File: config.mk
export PLATFORM = sky130hd
export DESIGN_NAME = nepm_dist_unit
export DESIGN_NICKNAME = d
export VERILOG_FILES = /design/src/rtl/nepm_pkg.sv /design/src/rtl/nepm_dist_unit.sv
export SDC_FILE = /design/constraint.sdc
export NUM_CORES = 1
export LEC_CHECK = 0
export BUFFER_PORTS_ARGS = -buffer_cell sky130_fd_sc_hd__clkbuf_2
export CAP_MARGIN = 20
export CORE_MARGIN = 2
export CORE_UTILIZATION = 61
export CTS_BUF_LIST = sky130_fd_sc_hd__clkbuf_4 sky130_fd_sc_hd__clkbuf_8
export DETAILED_ROUTE_END_ITERATION = 8
export PLACE_DENSITY_LB_ADDON = 0.2
export SYNTH_ARGS = -nofsm -noshare
export SYNTH_HDL_FRONTEND = slang
export SYNTH_SLANG_ARGS = --single-unit
File: constraint.sdc
create_clock -name clk -period 7.5 [get_ports clk]
set_input_delay 2.25 -clock clk [delete_from_list [all_inputs] [get_ports clk]]
set_output_delay 2.25 -clock clk [all_outputs]
set_load 0.01 [all_outputs]
File: src/rtl/nepm_pkg.sv
// ----------------------------------------------------------------------------
// nepm_pkg
// Shared types and constants for the nearest eta/phi match unit.
// ----------------------------------------------------------------------------
package nepm_pkg;

  localparam int ETA_W    = 14;
  localparam int PHI_W    = 13;
  localparam int EN_W     = 16;
  localparam int STATUS_W = 3;
  localparam int IDX_W    = 12;
  localparam int DIST_W   = 29;
  localparam int SQ_E_W   = 28;  // (2^14 - 1)^2 < 2^28
  localparam int SQ_P_W   = 24;  // wrapped dphi is within +/-pi, 3217^2 < 2^24

  localparam int MAX_DEPOSITS_DEF = 4096;

  // pi and 2*pi in units of 1/1024, sized for the raw phi difference
  localparam logic signed [PHI_W:0] PI_FIX     = 14'sd3217;
  localparam logic signed [PHI_W:0] TWO_PI_FIX = 14'sd6434;

  typedef enum logic [1:0] {
    MODE_CLEAR  = 2'd0,
    MODE_APPEND = 2'd1,
    MODE_QUERY  = 2'd2
  } mode_t;

  typedef enum logic [STATUS_W-1:0] {
    ST_CLEARED  = 3'd0,
    ST_APPENDED = 3'd1,
    ST_FULL     = 3'd2,
    ST_MATCH    = 3'd3,
    ST_EMPTY    = 3'd4
  } status_t;

  typedef enum logic {
    S_IDLE,
    S_SCAN
  } state_t;

  // result of the shared distance unit
  typedef struct packed {
    logic              valid;
    logic [DIST_W-1:0] dsq;
  } dist_res_t;

endpackage

File: src/rtl/nepm_dist_unit.sv
// ----------------------------------------------------------------------------
// nepm_dist_unit
// Shared squared-distance pipeline: deta^2 + wrapped dphi^2, three stages.
// ----------------------------------------------------------------------------
module nepm_dist_unit
  import nepm_pkg::*;
#(
  parameter int TAG_W = 8
) (
  input  logic                    clk,
  input  logic                    rst_n,
  input  logic                    in_vld,
  input  logic signed [ETA_W-1:0] eta_a,
  input  logic signed [PHI_W-1:0] phi_a,
  input  logic signed [ETA_W-1:0] eta_b,
  input  logic signed [PHI_W-1:0] phi_b,
  input  logic [TAG_W-1:0]        in_tag,
  output dist_res_t               res,
  output logic [TAG_W-1:0]        res_tag
);

  logic signed [ETA_W:0]     de_w;
  logic signed [PHI_W:0]     dp_raw;
  logic signed [PHI_W:0]     dp_w;
  logic signed [2*ETA_W+1:0] prod_e;
  logic signed [2*PHI_W-1:0] prod_p;

  logic                    v1_r, v2_r, v3_r;
  logic [TAG_W-1:0]        t1_r, t2_r, t3_r;
  logic signed [ETA_W:0]   de_r;
  logic signed [PHI_W-1:0] dp_r;
  logic [SQ_E_W-1:0]       sq_e_r;
  logic [SQ_P_W-1:0]       sq_p_r;
  logic [DIST_W-1:0]       dist_r;

  always_comb begin
    de_w   = $signed({eta_a[ETA_W-1], eta_a}) - $signed({eta_b[ETA_W-1], eta_b});
    dp_raw = $signed({phi_a[PHI_W-1], phi_a}) - $signed({phi_b[PHI_W-1], phi_b});
    // one 2*pi correction suffices for any 13-bit phi pair
    if (dp_raw > PI_FIX) begin
      dp_w = dp_raw - TWO_PI_FIX;
    end else if (dp_raw < -PI_FIX) begin
      dp_w = dp_raw + TWO_PI_FIX;
    end else begin
      dp_w = dp_raw;
    end
  end

  assign prod_e = de_r * de_r;
  assign prod_p = dp_r * dp_r;

  always_ff @(posedge clk) begin
    if (!rst_n) begin
      v1_r <= 1'b0;
      v2_r <= 1'b0;
      v3_r <= 1'b0;
    end else begin
      v1_r <= in_vld;
      v2_r <= v1_r;
      v3_r <= v2_r;
    end
    t1_r   <= in_tag;
    de_r   <= de_w;
    dp_r   <= dp_w[PHI_W-1:0];
    t2_r   <= t1_r;
    sq_e_r <= prod_e[SQ_E_W-1:0];
    sq_p_r <= prod_p[SQ_P_W-1:0];
    t3_r   <= t2_r;
    dist_r <= {1'b0, sq_e_r} + {{(DIST_W-SQ_P_W){1'b0}}, sq_p_r};
  end

  assign res.valid = v3_r;
  assign res.dsq   = dist_r;
  assign res_tag   = t3_r;

endmodule

==> results of run 1 <==
registers in the layout (all words and copies together) (netlist names), 8 cells and up:
| signal | cells |
|---|---|
| dist_r | 29 |
| dp_r | 13 |
| t1_r | 8 |
| sq_e_r | 27 |
| sq_p_r | 23 |
| de_r | 15 |
| res_tag | 8 |
| t2_r | 8 |
cell families (layout without fill, tap and decap cells):
family,count (synthesis),count (layout),share of synthesized area (%)
multiplexers,2,2,0.115
XOR/XNOR,115,115,5.46
flip-flops,134,134,14.5
AND/OR/NAND/NOR,379,379,10.2
buffers and inverters,556,652,11.4
adder cells (fa/ha/maj),526,526,48.9
AO/OA/AOI/OAI,241,241,9.48
critical path, delay by kind of cell (launching register included):
kind / cells / cell delay, ps
flip-flops: 1 / 730
AO/OA/AOI/OAI: 5 / 1230
buffers and inverters: 3 / 140
AND/OR/NAND/NOR: 3 / 880
XOR/XNOR: 1 / 190
adder cells (fa/ha/maj): 7 / 3490
placed cells by master, fill, tap and decap left out, types with 6 or more instances in the layout:
cell type	n
clkbuf_8	18
xor2_1	29
a22oi_1	7
o31ai_1	10
a21oi_1	55
nor2b_1	20
ha_1	201
o21a_1	16
dfxtp_1	134
and2_1	84
fa_1	325
clkbuf_2	102
o211ai_1	6
xnor2_1	86
a21o_1	26
nand2_1	121
nor3_1	17
a31oi_1	10
nand3_1	10
nand2b_1	16
inv_1	515
a211oi_1	7
o21ai_0	36
or3_1	11
nor2_1	74
final cells by class:
class / count / area, um^2 / area share (%)
multi-input cells: 1263 / 13700 / 69.3
flip-flops and latches: 134 / 2680 / 13.6
inverters: 516 / 1940 / 9.81
repair buffers: 104 / 526 / 2.66
well taps: 390 / 488 / 2.47
clock buffers: 18 / 248 / 1.26
clock inverters: 14 / 180 / 0.913
worst paths after layout:
kind / endpoint / depth (start not counted) / slack (ps) / startpoint
setup reg to reg: sq_e_r[26]$_DFF_P_ / 19 / 760 / de_r[3]$_DFF_P_
setup / recovery: sq_e_r[26]$_DFF_P_ / 19 / 760 / de_r[3]$_DFF_P_
hold reg to reg: res_tag[0]$_DFF_P_ / 0 / 330 / t2_r[0]$_DFF_P_
hold / removal: res_tag[0]$_DFF_P_ / 0 / 330 / t2_r[0]$_DFF_P_
metal layers:
| layer | routed length (um) | global-route usage, % |
|---|---|---|
| met5 | 0 | 0 |
| met4 | 796 | 6.97 |
| met3 | 1410 | 2.93 |
| met2 | 17700 | 43.3 |
| met1 | 14500 | 30.7 |
stage by stage:
| step | hold WS, ps | std cells | setup WS, ps | instance area, um^2 | utilization (%) |
|---|---|---|---|---|---|
| finish | 330 | 2439 | 764 | 19700 | 66.4 |
| floorplan | 310 | 1953 | 1410 | 18500 | - |
| detailed placement | 312 | 2407 | 843 | 19300 | 65.0 |
| CTS | 332 | 2439 | 810 | 19700 | 66.4 |
| global placement | 310 | 2407 | 972 | 19300 | 65.0 |
| global route | 336 | 2439 | 342 | 19700 | 66.4 |
==> flow_summary_export.csv, run 1 <==
group,metric,value,unit
sta,rsz0062_at_grt,"false",
placed_design,place_hpwl,29.0,mm
synthesis,netlist_top_cells_count,"inv_1, fa_1, ha_1, dfxtp_1, nand2_1",
synthesis,yosysWarnings,0,
synthesis,ys.flop_type,"dfxtp_1",
floorplanning,die_y,178,um
route,drt-total-wl,34.4,mm
placed_design,portBuffers,102,
route,ant_nets,0,
synthesis,ys_top_cells_by_area,"fa_1, dfxtp_1, ha_1",
synthesis,ys_ff_latch,134,
floorplanning,row_count,63,
sta,setup_viol,0,
clock_network,htreeDepth,4,
worst_setup_path,worstSetupPathType,"flip-flop to flip-flop",
worst_setup_path,slowest_delay,730,ps
synthesis,synth_area_per_cell,9.45,um^2
status,status,"completed",
sta,worstMarginPinSlew,946,ps
route,drt_iter0_drc,509,
synthesis,yosysSeqAreaShare,14.5,%
synthesis,async_flop_share,0,%
sta,setup_tns,0,ps
synthesis,synth_top_area_share,35.2,%
worst_setup_path,critPathArrivalTime,7120,ps
worst_setup_path,critPathMostFrequentCell,"fa_1",
global_route,gr-total-overflow,0,
worst_setup_path,path_cells,"nand2_1 > fa_1 > fa_1 > fa_1 > inv_1 > fa_1 > inv_1 > fa_1 > fa_1 > inv_1 > ha_1 > a2111o_1 > o21ai_0 > o31ai_1 > a21oi_1 > nor4_1 > nor3_1 > o41ai_1 > xor2_1",
clock_network,ctsHoldBuffers,0,
sta,hold_viol,0,
floorplanning,die_x,178,um
clock_network,clk_path_buf_depth,2,
sta,timing.final.crit_share,89.8,%
route,wire_per_inst,14.1,um
global_route,grt_pass1_vias,14000,
synthesis,synthesis.instances,1953,
sta,fmax,148,MHz
route,vias,12900,
route,drc,0,
finish,final_nets,2627,
synthesis,synth_cell_types,76,
clock_network,path_clk_slew,90,ps
clock_network,cts_setup_buffers,0,
global_route,grt_max_degree,20,
finish,fillers,2404,
global_route,grtUsageTotal,24.2,%
clock_network,insertion_delay,460,ps
sta,drv_slew,0,
worst_setup_path,worstPathRequired,7880,ps
clock_network,cts_buffers,17,
synthesis,synth_area_leader_cell,"fa_1",
synthesis,synth_most_common_cell,"inv_1",
route,viasPerCell,5.27,
worst_setup_path,slowest_stage,"dfxtp_1",
floorplanning,initial_utilization,62.1,%
route,first_pass_iters,7,
global_route,grt_first_pass_wirelength,61.7,mm
floorplanning,pin_count,103,
synthesis,syn_area,18500,um^2
worst_setup_path,endpoint_kind,"flip-flop",
finish,antenna_cells,0,
worst_setup_path,crit_path_start_kind,"flip-flop",
worst_hold_path,hp-class,"flip-flop to flip-flop",
sta,period_minus_slack,6740,ps
synthesis,synth_nets,2544,
worst_setup_path,path_max_fanout,17,
clock_network,cts_root_buffer,"clkbuf_8",
global_route,antenna_found_initial,0,
floorplanning,core,29700,um^2
run,maxCapViolations,0,
clock_network,cts_resized,0,
clock_network,cts.sinks,134,
finish,syn2layout_area_growth,6.91,%
clock_network,cts_tree,"yes",
sta,slew-limit-headroom,36.3,%
finish,drive_gt1_share,7.96,%
synthesis,synth_edf_count,0,
floorplanning,die_area,31700,um^2
placed_design,gp_congestion,0.885,
sta,final.setup_skew,15.1,ps
Power of run 1 is not shown: default switching activity piles up to over one toggle a cycle in this logic, so the estimate is an artifact.
==> run 2: changes to the inputs <==
Settings changed: BUFFER_PORTS_ARGS -buffer_cell sky130_fd_sc_hd__clkbuf_2 to unset, CAP_MARGIN 20 to unset, DONT_BUFFER_PORTS set to 1, PLACE_DENSITY set to 0.78, PLACE_DENSITY_LB_ADDON 0.2 to unset.
==> run 2 against run 1 <==
Against the previous run:
- first-iteration DRC count increased by 14%
- cell count decreased by 4.3%
- register-to-register slack about the same
- wire length decreased by 0.44%
- setup slack improved by 7.5 ps
- critical path depth unchanged
- clock-buffer cell count decreased by 1
- critical path type unchanged
- largest cell class unchanged
- highest routed layer is now met5
==> flow_summary_export.csv, run 2 (same netlist as run 1, synthesis figures left out) <==
group,metric,value,unit
worst_setup_path,worstPathRequired,7900,ps
floorplanning,core,29700,um^2
worst_setup_path,critPathArrivalTime,7130,ps
route,viasPerCell,5.36,
worst_setup_path,crit_path_start_kind,"flip-flop",
finish,layout_common_cells,"inv_1, fa_1, ha_1, dfxtp_1, nand2_1",
clock_network,cts_buffers,17,
worst_setup_path,slowest_stage,"dfxtp_1",
route,wire_per_inst,14.7,um
route,first_pass_iters,5,
worst_setup_path,endpoint_kind,"flip-flop",
floorplanning,initial_utilization,62.1,%
sta,worstMarginPinSlew,994,ps
route,vias,12500,
floorplanning,die_y,178,um
clock_network,ctsHoldBuffers,0,
floorplanning,pin_count,103,
finish,syn2layout_area_growth,4.10,%
sta,hold_viol,0,
placed_design,place_hpwl,29.2,mm
finish,final_cells,2335,
clock_network,clk_path_buf_depth,2,
sta,slew-limit-headroom,33.0,%
worst_setup_path,critPathMostFrequentCell,"fa_1",
route,drt-total-wl,34.2,mm
global_route,grtUsageTotal,24.0,%
sta,rsz0062_at_grt,"false",
sta,drv_slew,0,
finish,final_nets,2523,
global_route,grt_max_degree,26,
clock_network,htreeDepth,4,
worst_setup_path,path_max_fanout,17,
sta,final.setup_skew,20.7,ps
clock_network,insertion_delay,480,ps
finish,antenna_cells,0,
clock_network,path_clk_slew,100,ps
clock_network,cts_tree,"yes",
clock_network,cts_resized,0,
worst_setup_path,crit_family,"adder cells",
finish,largest_register,"dist_r",
sta,fmax,149,MHz
worst_setup_path,crit_buf_inv,3,
clock_network,cts.sinks,134,
placed_design,dp_cells,2303,
sta,timing.final.crit_share,89.7,%
sta,period_minus_slack,6730,ps
global_route,grt_first_pass_wirelength,60.6,mm
sta,setup_tns,0,ps
run,maxCapViolations,0,
route,ant_nets,0,
finish,largest_reg_flops,29,
placed_design,gp_congestion,0.869,
global_route,gr-total-overflow,0,
route,drt_iter0_drc,581,
worst_hold_path,hp-class,"flip-flop to flip-flop",
global_route,antenna_found_initial,1,
placed_design,portBuffers,0,
clock_network,cts_setup_buffers,0,
route,drc,0,
finish,reg_top3,"dist_r: 29 flops, sq_e_r: 27 flops, sq_p_r: 23 flops",
clock_network,cts_root_buffer,"clkbuf_8",
worst_setup_path,slowest_delay,710,ps
status,status,"completed",
floorplanning,row_count,63,
global_route,grt_pass1_vias,13600,
finish,drive_gt1_share,3.03,%
finish,layout_commonest_cell,"inv_1",
floorplanning,die_area,31700,um^2
floorplanning,die_x,178,um
sta,fin_hold_ws,328,ps
sta,setup_viol,0,
worst_setup_path,worstSetupPathType,"flip-flop to flip-flop",
worst_setup_path,path_cells,"nand2_1 > fa_1 > fa_1 > fa_1 > inv_1 > fa_1 > inv_1 > fa_1 > fa_1 > inv_1 > ha_1 > a2111o_1 > o21ai_0 > o31ai_1 > a21oi_1 > nor4_1 > nor3_1 > o41ai_1 > xor2_1",
==> run 2: area by class of cell <==
type / instances / area [um^2]
Clock buffer: 17 / 234
Tap cell: 390 / 488
Clock inverter: 15 / 200
Inverter: 516 / 1940
Fill cell: 2350 / 10500
Multi-Input combinational cell: 1263 / 13700
Sequential cell: 134 / 2680
==> run 2: layer usage <==
layer	vias up	global-route usage [%]	part of all wire (%)
met1	6215	29.3	41
met3	82	3.68	3.7
li1	5941	-	-
met5	-	0	0.041
met2	274	42.7	52
met4	2	9.36	3.6
==> run 2: worst paths after layout <==
kind              startpoint                  to  slack (ps)  depth (start not counted)
max reg2reg  de_r[3]$_DFF_P_  sq_e_r[24]$_DFF_P_         770                         19
max          de_r[3]$_DFF_P_  sq_e_r[24]$_DFF_P_         770                         19
min reg2reg  t2_r[3]$_DFF_P_  res_tag[3]$_DFF_P_         330                          0
min          t2_r[3]$_DFF_P_  res_tag[3]$_DFF_P_         330                          0
==> run 2: stage by stage <==
stage	worst slack, ps	area, um^2	util, %
floorplan	1410	18500	-
global placement	981	18800	63.2
detailed placement	874	18800	63.2
CTS	831	19200	64.7
global route	304	19200	64.7
finish	771	19200	64.7
==> run 2: worst reg2reg max path, cell delays in order, from the launching register on <==
cell	delay, ps
dfxtp_1	710
nand2_1	170
fa_1	550
fa_1	510
fa_1	520
inv_1	50
fa_1	480
inv_1	60
fa_1	500
fa_1	540
inv_1	40
ha_1	380
a2111o_1	170
o21ai_0	110
o31ai_1	320
a21oi_1	200
nor4_1	540
nor3_1	170
o41ai_1	430
xor2_1	200
Power of run 2 is left out for the same reason.
