--- src/rtl/nepm_ram.sv ---
// ----------------------------------------------------------------------------
// nepm_ram
// Generic simple dual-port RAM: one write port, one read port, registered read.
// ----------------------------------------------------------------------------
module nepm_ram #(
  parameter int WIDTH = 8,
  parameter int DEPTH = 16,
  parameter int AW    = (DEPTH > 1) ? $clog2(DEPTH) : 1
) (
  input  logic             clk,
  input  logic             we,
  input  logic [AW-1:0]    waddr,
  input  logic [WIDTH-1:0] wdata,
  input  logic [AW-1:0]    raddr,
  output logic [WIDTH-1:0] rdata
);

  logic [WIDTH-1:0] mem [DEPTH];

  always_ff @(posedge clk) begin
    if (we) begin
      mem[waddr] <= wdata;
    end
    rdata <= mem[raddr];
  end

endmodule

--- config.mk ---
export PLATFORM = sky130hd
export DESIGN_NAME = nepm_ram
export DESIGN_NICKNAME = d
export VERILOG_FILES = /design/src/rtl/nepm_ram.sv
export SDC_FILE = /design/constraint.sdc
export NUM_CORES = 1
export LEC_CHECK = 0
export BUFFER_PORTS_ARGS = -buffer_cell sky130_fd_sc_hd__buf_2
export CORE_MARGIN = 2
export CORE_UTILIZATION = 60
export CTS_CLUSTER_SIZE = 8
export DETAILED_ROUTE_END_ITERATION = 10
export PLACE_DENSITY = 0.8
export SLEW_MARGIN = 0
export SYNTH_ARGS = -nofsm -noshare
export SYNTH_HDL_FRONTEND = slang
export SYNTH_SLANG_ARGS = --single-unit
--- constraint.sdc ---
create_clock -name clk -period 2.62 [get_ports clk]
set_input_delay 0.524 -clock clk [delete_from_list [all_inputs] [get_ports clk]]
set_output_delay 0.524 -clock clk [all_outputs]
set_load 0.01 [all_outputs]
==> summary.md, run 1 <==
| Metric | Value |
|---|---|
| Starting Density | `62.3%` |
| Post-Route WL | `10000 um` |
| All-layer global routing usage | `23.5%` |
| Synth top area cells | `edfxtp_1, mux4_2, mux4_1, dfxtp_1, a22oi_1` |
| Hold_buf cts | `0` |
| Die Y | `96.6 um` |
| Worst Path Buf+Inv | `1` |
| Syn Nets | `247` |
| First-pass GRT wire length | `15400 um` |
| Die area | `9340 um^2` |
| Setup crit start | `rdata[6]$_DFF_P_` |
| HP Class | `primary input to flip-flop` |
| Deepest level of the CTS H-tree | `4` |
| Yosys reg bits | `136` |
| Setup Buffers After CTS | `0` |
| CTS buffer count | `17` |
| Longest Clk Path Bufs | `2` |
| Nets | `300` |
| DRT iter0 DRCs | `196` |
| CP max FO | `1` |
| Die W | `96.6 um` |
| Final Slew Violations | `0` |
| Cell variety after synth | `19` |
| Minimum clock period | `1.54 ns` |
| Global placement routability congestion | `0.713` |
| CP Data Arrival Time | `1.02 ns` |
| Fin Hold WS | `0.391 ns` |
| Drt drc | `0` |
| Max-cap violations | `0` |
| Unrepaired setup endpoints after global routing | `no` |
| Pwr Density | `799 nW/um^2` |
| Antenna Nets Post-Route | `0` |
| Global route overflow | `0` |
| Most frequent cells in the layout | `edfxtp_1, buf_2, mux4_2, buf_4` |
| CTS clk-pin slew, worst paths | `0.06 ns` |
| F_max | `0.648 GHz` |
| Outcome | `finished, final reports clean` |
| Final period util | `58.9%` |
| Final hold violation count | `0` |
| Hold Startpoint | `wdata[3]` |
| Area of the core | `8260 um^2` |
| Root buffer cell | `clkbuf_8` |
| Mapped Cells | `229` |
| P&R area growth vs syn | `16.7%` |
| Delay-heaviest family, CP | `flip-flops` |
| TritonCTS clock tree | `done` |
| Io pins | `26` |
| Post-synth top area cell | `edfxtp_1` |
| Setup crit end kind | `primary output` |
| Clock sink count | `136` |
| Post-detail-place hpwl | `5900 um` |
| Clk_lat worst skew | `0.51 ns` |
| Share of the yosys chip area belonging to registers | `77.8%` |
| Netlist area before placement | `5150 um^2` |
| Worst Tran Pin Value | `0.719 ns` |
| Vias in the first global route | `2532` |
| Slowest CP cell | `dfxtp_1` |
| Via count | `2491` |
| Fill cells | `476` |
| Crit Reg-Reg Startpoint | `mem[0][2]$_DFFE_PP_` |
| CP Cell Sequence | `buf_2` |
| Wirelength per Cell | `25.1 um` |
| Setup CP Type | `flip-flop to primary output` |
| Largest net degree at the start of global routing | `33` |
| Layout cell share with drive strength beyond 1 | `29.9%` |
| Critical path data required time | `2.10 ns` |
| Row count | `33` |
| Commonest non-fill, non-tap cell in the layout | `edfxtp_1` |
| Setup crit start kind | `flip-flop` |
| Worst IR Drop VDD | `0.550 mV` |
| Yosys warning total | `0` |
| Slew headroom | `51.9%` |
| Max stage delay on crit path | `0.36 ns` |
| Via density | `6.23` |
| DR pass1 iterations | `6` |
| Synthesized area per cell | `22.5 um^2` |
| Leak | `2.06 nW` |
| Final setup viols | `0` |
| Final Skew | `0.00588 ns` |
| Share of the synthesized area in the top cell type | `74.7%` |
| Resized cells post-CTS | `0` |
| Buffers on Ports | `25` |
| Initial antenna violation count | `0` |
| Final TNS setup | `0 ns` |
through the flow:
stage	power, mW	area, um^2	setup slack [ns]	cells	utilization (%)
floorplan	2.62	5150	0.603	229	-
global placement	2.71	5470	0.606	368	66.3
detailed placement	2.72	5470	0.587	368	66.3
CTS	4.83	6000	1.07	399	72.7
global route	4.94	6000	1.05	399	72.7
finish	4.80	6010	1.08	400	72.7
power breakdown:
| part | leakage, nW | switching (mW) | internal [mW] |
|---|---|---|---|
| combinational | 0.576 | 0.128 | 0.0958 |
| sequential | 1.22 | 0.0172 | 2.43 |
| clock | 0.257 | 0.800 | 1.32 |
| total | 2.06 | 0.946 | 3.85 |
cells by family (layout without fill, tap and decap cells):
group | Yosys count | count (layout) | synth area share (%)
mux | 32 | 32 | 15.0
buf+inv | 10 | 75 | 1.68
simple gates | 35 | 35 | 3.18
compound gates | 16 | 16 | 2.33
flops | 136 | 136 | 77.8
other cells | 0 | 1 | 0
synthesized netlist by cell type:
| cell | instances |
|---|---|
| dfxtp_1 | 8 |
| buf_2 | 3 |
| buf_4 | 1 |
| nor3_1 | 4 |
| nand3_1 | 1 |
| mux4_2 | 18 |
| nor2b_1 | 1 |
| a22oi_1 | 16 |
| edfxtp_1 | 128 |
| buf_6 | 3 |
| clkdlybuf4s25_2 | 3 |
| nand3b_1 | 2 |
| nand2b_1 | 2 |
| or3b_2 | 1 |
| and2b_1 | 1 |
| nor2_1 | 13 |
| mux4_1 | 14 |
| nand2_1 | 9 |
| and2_1 | 1 |
path summary, 6_finish.rpt:
path                          end  slack, ns  cells after the start
max                      rdata[6]       1.08                      1
max reg2reg      rdata[2]$_DFF_P_       1.19                      3
min reg2reg      rdata[4]$_DFF_P_       0.67                      3
min          mem[15][3]$_DFFE_PP_       0.39                      1
layout make-up:
class / instances / area [um^2] / area share [%]
Clock buffer: 19 / 422 / 7.02
Antenna cell: 1 / 2.50 / 0.0417
Sequential cell: 136 / 4000 / 66.7
Multi-Input combinational cell: 83 / 1060 / 17.6
Clock inverter: 12 / 110 / 1.83
Tap cell: 105 / 131 / 2.19
Timing Repair Buffer: 44 / 280 / 4.67
per-layer routing:
layer	routed length (um)	global-route usage, %	vias up
met5	0	0	-
met4	156	8.99	0
met3	858	7.51	15
met2	5120	36.2	130
met1	3900	31.9	1266
li1	-	-	1080
flip-flops by register name, summed over array words and instances, names as in the netlist:
name,flops
mem,128
rdata,8
No activity file was read; power rests on OpenSTA's default activity.
==> run 2: changes to the inputs <==
Settings changed: CORE_UTILIZATION 60 to 54, PLACE_DENSITY 0.8 to 0.76.
Clock period 2.62 ns to 1.3 ns, I/O delays scaled along.
==> run 2 against run 1 <==
  * Flip-flop and latch count stayed put
  * Utilization is 5.1 points lower
  * Cell area grew 4.0%
  * Hold slack worse by 0.27 ns
  * Highest routed layer unchanged
  * Combinational power rose by 130%
  * Die area up 11%
  * First-iteration DRC count increased by 5.6%
  * Total power grew 100%
  * Clock-buffer cell count rose by 4
  * Via count is 2.4% lower
==> summary.md, run 2 (synthesis gave the netlist of run 1 again) <==
| Metric | Value |
|---|---|
| Outcome | `finished, final reports clean` |
| Setup crit start | `mem[11][6]$_DFFE_PP_` |
| HP Class | `primary input to flip-flop` |
| Hold_buf cts | `0` |
| CP max FO | `1` |
| First-pass GRT wire length | `14400 um` |
| N_diodes | `0` |
| Via density | `5.56` |
| Hold Startpoint | `wdata[1]` |
| Row count | `35` |
| Unrepaired setup endpoints after global routing | `yes` |
| Worst IR Drop VDD | `0.878 mV` |
| Total power | `9.79 mW` |
| Pre-CTS WS | `-0.331 ns` |
| Io pins | `26` |
| DR pass1 iterations | `4` |
| Worst Path Buf+Inv | `0` |
| Setup Buffers After CTS | `0` |
| Wirelength per Cell | `21.3 um` |
| Slowest CP cell | `mux4_2` |
| Deepest level of the CTS H-tree | `4` |
| Setup crit end kind | `flip-flop` |
| Minimum clock period | `1.29 ns` |
| CP Cell Sequence | `mux4_2 -> a22oi_2 -> nand2_1` |
| Most frequent cells in the layout | `edfxtp_1, mux4_2, buf_4, buf_2, clkbuf_16` |
| Pwr Density | `1570 nW/um^2` |
| Global placement routability congestion | `0.736` |
| Post-detail-place hpwl | `6100 um` |
| Clock sink count | `136` |
| Nets | `313` |
| Critical path data required time | `1.69 ns` |
| Final setup viols | `0` |
| Buffers on Ports | `25` |
| Commonest non-fill, non-tap cell in the layout | `edfxtp_1` |
| Die Y | `102 um` |
| P&R area growth vs syn | `21.3%` |
| Antenna Nets Post-Route | `0` |
| R2R cell count | `3` |
| DRT iter0 DRCs | `207` |
| Max-cap violations | `0` |
| Via count | `2430` |
| Starting Density | `55.7%` |
| Root buffer cell | `clkbuf_8` |
| Drt drc | `0` |
| Layout cell share with drive strength beyond 1 | `44.2%` |
| Setup crit end | `rdata[6]$_DFF_P_` |
| CTS buffer count | `17` |
| Final TNS setup | `0 ns` |
| Die area | `10300 um^2` |
| Crit Reg-Reg Startpoint | `mem[11][6]$_DFFE_PP_` |
| Clk_lat worst skew | `0.52 ns` |
| Initial antenna violation count | `0` |
| Post-Route WL | `9330 um` |
| Setup CP Type | `flip-flop to flip-flop` |
| Leak | `2.10 nW` |
| Global route overflow | `0` |
| Capturing point of the worst reg2reg path | `rdata[6]$_DFF_P_` |
| TritonCTS clock tree | `done` |
| Worst Tran Pin Value | `0.941 ns` |
| Top flop regs | `mem: 128 flops, rdata: 8 flops` |
| Area of the core | `9240 um^2` |
| Final period util | `98.9%` |
| Longest Clk Path Bufs | `2` |
| Slew headroom | `37.1%` |
| Vias in the first global route | `2534` |
| Reg with most FFs | `mem` |
| Crit path depth | `3` |
| Placed Instances | `405` |
| Largest net degree at the start of global routing | `18` |
| Fin worst setup slack | `0.0137 ns` |
| Max FFs per register | `128` |
| Max stage delay on crit path | `0.48 ns` |
| Setup crit start kind | `flip-flop` |
| R2R setup slack | `0.01 ns` |
| Delay-heaviest family, CP | `multiplexers` |
| Final Skew | `0.00742 ns` |
| CTS clk-pin slew, worst paths | `0.06 ns` |
| F_max | `0.777 GHz` |
| Final hold violation count | `0` |
| CP Data Arrival Time | `1.68 ns` |
| Die W | `102 um` |
| Finished Layout Cells | `437` |
| Final Slew Violations | `0` |
| All-layer global routing usage | `20.2%` |
-- run 2: timing repair --
action / CTS / global route
resized for setup: 6 / 9
pin swaps: 0 / 1
endpoints found under the setup margin: 6 / 7
-- run 2: cell type report --
class | instances | area [um^2]
clock buffer | 23 | 477
clock inverter | 9 | 73.8
fill | 583 | 2990
multi-input combinational | 83 | 1100
sequential | 136 | 4010
tap | 129 | 161
timing repair buffer | 57 | 428
-- run 2: per-layer routing --
layer  track usage (%)  share of wire [%]  vias up
li1                  -                  -     1090
met1              28.1                 44     1257
met2              32.0                 51       74
met3              5.59                4.2        9
met4              5.93               0.71        0
met5                 0                  0        -
-- run 2: how the worst min path moves through the flow --
stage,endpoint,slack [ns],cells after the start
after detailed placement,rdata[3]$_DFF_P_,0.65,3
final,mem[7][1]$_DFFE_PP_,0.12,1
after floorplan,mem[0][0]$_DFFE_PP_,0.36,0
after CTS,mem[8][1]$_DFFE_PP_,0.1,1
after global routing,mem[7][1]$_DFFE_PP_,0.12,1
after global placement,mem[5][1]$_DFFE_PP_,0.63,1
-- run 2: report_power, final --
| group | switching, mW | total [mW] | internal (mW) |
|---|---|---|---|
| registers | 0.0322 | 4.94 | 4.91 |
| logic | 0.283 | 0.524 | 0.241 |
| clock network | 1.62 | 4.33 | 2.71 |
-- run 2: per-stage QoR --
stage          util, %  cell area [um^2]  hold WS [ns]
2_1_floorplan        -              5180         0.359
3_3_place_gp      61.1              5650         0.632
3_5_place_dp      61.1              5650         0.651
4_1_cts           67.3              6220        0.0997
5_1_grt           67.6              6250         0.124
6_report          67.6              6250         0.124
==> run 3: changes to the inputs <==
Settings changed: ABC_AREA from default to 1, CORE_UTILIZATION 54 to 55, PLACE_DENSITY 0.76 to 0.77.
==> run 3 against run 2 <==
  * Total power grew 0.85%
  * First-iteration DRC count grew 53%
  * Combinational power grew 21%
  * Clock power is essentially flat
  * Setup slack gained 0.021 ns
  * Critical path type is now flip-flop to primary output
  * Highest routed layer unchanged
==> summary.md, run 3 <==
| Metric | Value |
|---|---|
| N_diodes | `0` |
| Slew headroom | `71.8%` |
| CTS buffer count | `17` |
| Final Skew | `0.00349 ns` |
| Area of the core | `10200 um^2` |
| Final period util | `97.3%` |
| Max stage delay on crit path | `0.34 ns` |
| Via density | `5.20` |
| Post-synth top area cell | `edfxtp_1` |
| Worst Path Buf+Inv | `1` |
| Synth top area cells | `edfxtp_1, nand2_1, nand3_1, inv_1, dfxtp_1` |
| Drt drc | `0` |
| Fill cells | `809` |
| Setup crit start | `rdata[3]$_DFF_P_` |
| Async S/R FF share, synth | `0%` |
| Die W | `106 um` |
| Capturing point of the worst reg2reg path | `rdata[4]$_DFF_P_` |
| Post-synth top cells | `nand2_1, edfxtp_1, inv_1` |
| Global placement routability congestion | `0.878` |
| Setup crit end kind | `primary output` |
| Reg with most FFs | `mem` |
| Hold Startpoint | `raddr[2]` |
| Final hold violation count | `0` |
| Max-cap violations | `0` |
| Final setup viols | `0` |
| Unrepaired setup endpoints after global routing | `no` |
| Pre-CTS WS | `-0.0579 ns` |
| Final Slew Violations | `0` |
| Cell variety after synth | `12` |
| Largest net degree at the start of global routing | `43` |
| Count leader, synth | `nand2_1` |
| Slowest CP cell | `dfxtp_2` |
| CTS clk-pin slew, worst paths | `0.06 ns` |
| Power share of the clock group | `43.6%` |
| Most frequent cells in the layout | `nand2_1, edfxtp_1, inv_1, nand3_1, buf_2` |
| Final core occ | `65.5%` |
| Worst Tran Pin Value | `0.423 ns` |
| Minimum clock period | `1.27 ns` |
| Clk_lat worst skew | `0.53 ns` |
| Total power | `9.88 mW` |
| HP Class | `primary input to flip-flop` |
| Leak | `2.93 nW` |
| Sequential Power Share | `50.0%` |
| First-pass GRT wire length | `20200 um` |
| Sw power | `2.20 mW` |
| CP max FO | `1` |
| Layout cell share with drive strength beyond 1 | `14.4%` |
| Outcome | `finished, final reports clean` |
| Die area | `11300 um^2` |
| Top flop regs | `mem: 128 flops, rdata: 8 flops` |
| Die Y | `106 um` |
| Syn Nets | `569` |
| Global route overflow | `0` |
| Initial antenna violation count | `0` |
| Synthesized area per cell | `10.5 um^2` |
| Via count | `3891` |
| Wirelength per Cell | `17.1 um` |
| DR pass1 iterations | `6` |
| Vias in the first global route | `3911` |
| Starting Density | `56.4%` |
| Mapped Cells | `551` |
| WHS Path Cells | `4` |
| Post-Route WL | `12800 um` |
| Setup crit start kind | `flip-flop` |
| Yosys reg bits | `136` |
| Yosys warning total | `0` |
| Share of the yosys chip area belonging to registers | `69.4%` |
| Post-detail-place hpwl | `8040 um` |
| R2R setup slack | `0.24 ns` |
| DRT iter0 DRCs | `317` |
| Gate power share | `6.4%` |
| Nets | `617` |
| Max FFs per register | `128` |
| All-layer global routing usage | `24.7%` |
| TritonCTS clock tree | `done` |
| Crit Reg-Reg Startpoint | `mem[4][4]$_DFFE_PP_` |
| Share of the synthesized area in the top cell type | `66.7%` |
| Internal Pwr Total | `7.67 mW` |
| CP Cell Sequence | `buf_2` |
| P&R area growth vs syn | `16.2%` |
| Longest Clk Path Bufs | `2` |
| Synth Flop Type | `edfxtp_1` |
| Delay-heaviest family, CP | `flip-flops` |
| R2R cell count | `6` |
| Fin worst setup slack | `0.0346 ns` |
| Row count | `37` |
| Worst IR Drop VDD | `0.883 mV` |
| Critical path data required time | `1.04 ns` |
| Io pins | `26` |
| Antenna Nets Post-Route | `0` |
| Number of flops mapped to enable cells by yosys | `128` |
| Clock sink count | `136` |
| Commonest non-fill, non-tap cell in the layout | `nand2_1` |
| Deepest level of the CTS H-tree | `4` |
| Final TNS setup | `0 ns` |
| Netlist area before placement | `5770 um^2` |
| Setup CP Type | `flip-flop to primary output` |
| Sw frac | `22.3%` |
| Setup Buffers After CTS | `0` |
| F_max | `0.790 GHz` |
| Hold Crit Endpoint | `rdata[7]$_DFF_P_` |
| Buffers on Ports | `25` |
| Root buffer cell | `clkbuf_8` |
| CP Data Arrival Time | `1.01 ns` |
| Pwr Density | `1470 nW/um^2` |
[run 3: cell count changes after synthesis, moves of 4 or more]
cell | previous run | this run
buf_2 | 3 | 13
nor2_1 | 13 | 17
inv_1 | 0 | 100
a22oi_1 | 16 | 0
mux4_2 | 18 | 0
nor3_1 | 4 | 0
nand2_1 | 9 | 173
nand3_1 | 1 | 97
mux4_1 | 14 | 0
[run 3: cells by family after synthesis]
family        after synthesis  synth area share, %
simple gates              289                 21.0
flops                     136                 69.4
buf+inv                   126                 9.52
[run 3: worst max path at each step]
stage | end | slack (ns) | cells past startpoint
global route | rdata[3] | 0.008 | 1
floorplan | mem[4][0]$_DFFE_PP_ | 0.09 | 2
detailed placement | rdata[5]$_DFF_P_ | -0.06 | 7
CTS | rdata[2] | 0.006 | 1
global placement | rdata[5]$_DFF_P_ | -0.01 | 7
finish | rdata[3] | 0.03 | 1
[run 3: power groups by stage]
stage	logic [mW]	clock network, mW	registers (mW)
detailed placement	0.627	0	5.03
finish	0.634	4.30	4.94
global placement	0.611	0	5.02
CTS	0.635	4.36	4.94
global route	0.702	4.51	4.95
floorplan	0.346	0	5.03
[run 3: final cells by class]
type,instances,area [um^2],share of cell area [%]
sequential,136,4010,59.8
timing repair buffer,53,385,5.75
clock inverter,12,104,1.55
inverter,102,383,5.72
multi-input combinational,289,1210,18.1
clock buffer,20,435,6.50
tap,136,170,2.54
[run 3: routing by layer]
layer	global-route usage (%)	vias to the layer above	share of wire [%]
met5	0	-	0
met4	13.3	0	3.2
met3	6.25	28	7.2
met2	39.5	162	49
met1	30.9	1834	40
li1	-	1867	-
[run 3: timing repair]
item                                    4_1_cts  5_1_grt
endpoints found under the setup margin        2        1
hold buffers                                  0        0
cloned                                        0        0
resized for setup                             2        1
[run 3: per-stage QoR]
step / instance area (um^2) / instances / hold slack, ns
after detailed placement: 6160 / 716 / 0.653
after global routing: 6700 / 748 / 0.158
final: 6700 / 748 / 0.130
after floorplan: 5770 / 551 / 0.359
after CTS: 6700 / 748 / 0.114
after global placement: 6160 / 716 / 0.659
